[config.mk]
export PLATFORM = sky130hd
export DESIGN_NAME = ecda_ram
export DESIGN_NICKNAME = d
export VERILOG_FILES = /design/src/ecda_ram.sv
export SDC_FILE = /design/constraint.sdc
export NUM_CORES = 1
export LEC_CHECK = 0
export ABC_AREA = 1
export BUFFER_PORTS_ARGS = -buffer_cell sky130_fd_sc_hd__buf_2
export CAP_MARGIN = 20
export CORE_MARGIN = 3
export CORE_UTILIZATION = 47
export DETAILED_ROUTE_END_ITERATION = 10
export GPL_TIMING_DRIVEN = 0
export MAX_ROUTING_LAYER = met4
export PLACE_DENSITY = 0.61
export SYNTH_ARGS = -nofsm -noshare
export SYNTH_HDL_FRONTEND = slang
export SYNTH_SLANG_ARGS = --single-unit
[constraint.sdc]
create_clock -name clk_i -period 1.1 [get_ports clk_i]
set_input_delay 0 -clock clk_i [delete_from_list [all_inputs] [get_ports clk_i]]
set_output_delay 0 -clock clk_i [all_outputs]
set_load 0.02 [all_outputs]
[src/ecda_ram.sv]
// generic single write port ram with registered read
module ecda_ram #(
  parameter int WIDTH = 8,
  parameter int DEPTH = 16,
  localparam int AW = (DEPTH > 1) ? $clog2(DEPTH) : 1
) (
  input  logic             clk_i,
  input  logic             we_i,
  input  logic [AW-1:0]    waddr_i,
  input  logic [WIDTH-1:0] wdata_i,
  input  logic             re_i,
  input  logic [AW-1:0]    raddr_i,
  output logic [WIDTH-1:0] rdata_o
);

  logic [WIDTH-1:0] mem_q [DEPTH];
  logic [WIDTH-1:0] rdata_q;

  always_ff @(posedge clk_i) begin
    if (we_i) begin
      mem_q[waddr_i] <= wdata_i;
    end
    if (re_i) begin
      rdata_q <= mem_q[raddr_i];
    end
  end

  assign rdata_o = rdata_q;

endmodule

==> impl_results.md <==
* Max-slew violations at 0
* Global-route wire length before repair at 22.5 mm
* Final std cell area, no fill at 6960 sq um
* Achievable frequency at 0.890 GHz
* Maximum VDD drop at 1.11 mV
* Mean instance size in the synthesized netlist at 10.6 sq um
* Grt total ovfl at 0
* Max Cap Violations at 0
* Number of I/O pins at 27
* Setup total negative slack at -57.0 ps
* Mapped cell area at 5850 sq um
* Count of H-tree levels built during CTS at 4
* Skew final at 5.36 ps
* Initial antenna violation count at 0
* Longest Clk Path Bufs at 2
* DR WL/cell at 19.1 um
* List of most frequent post-synthesis cells: sky130_fd_sc_hd__nand2_1, sky130_fd_sc_hd__edfxtp_1, sky130_fd_sc_hd__inv_1
* Hold_sp: wdata_i[3]
* Count of TritonRoute iterations in the first routing pass at 5
* Detailed-placement wirelength estimate at 9.48 mm
* DIE WIDTH at 118 um
* Data arrival, critical path at 1300 ps
* TritonCTS sink count at 136
* Combinational Power Share at 6.8%
* Final weighted congestion of routability-driven global placement at 0.896
* Cell count after synthesis at 551
* Postcts setup bufs at 0
* RSZ-0062 raised after global routing: true
* Sequential share of power at 47.1%
* Number of nets produced by synthesis at 570
* Destination of the worst hold path: mem_q[13][3]
* Predominant post-synthesis flop cell: sky130_fd_sc_hd__edfxtp_1
* CTS root buffer: sky130_fd_sc_hd__clkbuf_16
* Std cell rows at 40
* Share of power burned in the clock network at 46.1%
* Post-route core utilization at 57.7%
* Least-Margin Pin Slew at 1000 ps
* Clock latency reported for the late side of the worst-skew pair at 430 ps
* Count of routing violations after the opening detailed-route iteration at 349
* Depth of the worst register-to-register path at 6
* DRC errors left at 0
* Switch share at 21.3%
* Starting utilization of the core area at 48.5%
* Category of the critical setup timing path: register to register
* Internal cell power at 9810 uW
* Cell with the most instances after synthesis: sky130_fd_sc_hd__nand2_1
* Final nets at 617
* Yosys warning total at 0
* Final number of hold-violating endpoints at 0
* Quantity of I/O buffers inserted on ports at 23
* Number of flops mapped to enable cells by yosys at 136
* Vias in the first global route at 3781
* #FFs+latches synth at 136
* Endpoint of the worst register-to-register path: rdata_o[3]
* Worst Path Max Fanout at 1
* Area contributors post-synth: sky130_fd_sc_hd__edfxtp_1, sky130_fd_sc_hd__nand2_1, sky130_fd_sc_hd__nand3_1
* R2R Path Start: mem_q[11][3]
* TritonCTS clock tree: built
* Area of the placeable core at 12100 sq um
* Final period util at 102%
* Cell accounting for the most synthesized area: sky130_fd_sc_hd__edfxtp_1
* Net load switching power at 2650 uW
* Pwr per Cell Area at 1790 nW/um^2
* Share of the synthesized area in the top cell type at 69.8%
* Fraction of layout instances using a drive strength above 1 at 18.2%
* Type of origin of the critical path: register
* Violated checks: negative setup slack
* Routed via count divided by cell count at 5.01
* Total number of vias at 3901
* Area post-placement at 6170 sq um
* Worst Setup End Kind: register
* Die Outline Area at 13800 sq um
* Minimum setup slack among reg-to-reg paths at -20 ps
* Inserted Clock Buffers at 17
* Crit path setup slack, layout at -24.1 ps
* Final critical-path required period at 1120 ps
* Ant. Diodes at 0
* Min-delay worst type: primary input to register
* Data required, critical path at 1280 ps
* Distinct cell type count after synthesis at 11
* Post-synthesis sequential area ratio at 69.8%
* Max_slew headroom at 32.8%
* Maximum number of pins on one net before global-route repair at 17
* Clock Pin Slew Worst Setup and Hold Paths at 60 ps
* Final number of setup-violating endpoints at 4
* Leakage at 0.00299 uW
* All-Layer GR Usage at 23.3%
* Number of stages on the worst hold path at 1
* Antenna violation net count after detailed routing at 0
* Finished Layout Cells at 778
* Final wirelength at 14.8 mm
* Area delta synth->final at 19.1%
* Chip height at 118 um
* Status: complete, but fails checks
* Count of placed standard cells including taps at 742
* Worst hold slack at 20.7 ps
* Fraction of synthesis flops using an asynchronous set or reset pin at 0%
[through the flow]
step	power, uW	setup slack [ps]
3_3_place_gp	6740	-435
6_report	12500	-24.1
4_1_cts	12500	-1.11
5_1_grt	12800	-80.3
2_1_floorplan	6410	149
3_5_place_dp	6760	-456
[registers in the layout (all words and copies together) (netlist names)]
| name | flops |
|---|---|
| rdata_o | 8 |
| mem_q | 128 |
[cell usage in the layout, fill, tap and decap left out, drive strengths merged]
master         n
nor2          17
clkinv         9
buf           47
clkbuf        18
bufinv         4
nand3b         2
nand3         97
dlygate4sd3    5
inv          102
edfxtp       136
nand2        173
[area by class of cell]
| class | count | area [sq um] |
|---|---|---|
| inverter | 102 | 383 |
| sequential | 136 | 4080 |
| clock inverter | 13 | 160 |
| clock buffer | 18 | 429 |
| timing repair buffer | 28 | 165 |
| multi-input combinational | 289 | 1370 |
| tap | 168 | 210 |
| fill | 1030 | 5100 |
| buffer | 24 | 166 |
[what timing repair did]
action	CTS	global route
hold buffers	5	0
pin swaps	11	17
hold endpoints to repair	72	0
gates cloned	0	0
setup endpoints to repair	7	48
resized for setup	17	20
[critical path: stages, from the launching register on]
cell and delay, ps:
sky130_fd_sc_hd__edfxtp_1 360, sky130_fd_sc_hd__nand2_1 70, sky130_fd_sc_hd__nand2_1 60, sky130_fd_sc_hd__nand2_2 100, sky130_fd_sc_hd__nand3_1 80, sky130_fd_sc_hd__nand3_1 120, sky130_fd_sc_hd__nand2_1 80
[how the worst max path moves through the flow]
| stage | slack [ps] | cells after the start | start | to |
|---|---|---|---|---|
| floorplan | 150 | 2 | waddr_i[2] | mem_q[10][0] |
| global placement | -440 | 3 | waddr_i[3] | mem_q[6][6] |
| detailed placement | -460 | 3 | waddr_i[3] | mem_q[6][5] |
| CTS | -1 | 6 | mem_q[2][3] | rdata_o[3] |
| global route | -80 | 6 | mem_q[1][4] | rdata_o[4] |
| finish | -20 | 6 | mem_q[11][3] | rdata_o[3] |
[layer usage]
layer | share of wire [%] | global-route usage, % | vias to the layer above
li1 | - | - | 1872
met1 | 43 | 31.2 | 1880
met2 | 48 | 35.5 | 128
met3 | 6.5 | 5.43 | 21
met4 | 1.8 | 8.13 | 0
met5 | 0 | - | -
[power groups by stage]
| stage | registers, uW | clock network, uW | logic [uW] |
|---|---|---|---|
| 2_1_floorplan | 6000 | 0 | 409 |
| 3_3_place_gp | 5970 | 0 | 770 |
| 3_5_place_dp | 5980 | 0 | 781 |
| 4_1_cts | 5870 | 5790 | 827 |
| 5_1_grt | 5880 | 6030 | 925 |
| 6_report | 5870 | 5740 | 846 |
[cell families after synthesis]
kind of cell / share of synthesized area (%)
buffers and inverters: 9.39
DFF: 69.8
and+or+nand+nor: 20.8
Power figures use the tool's default switching activity.
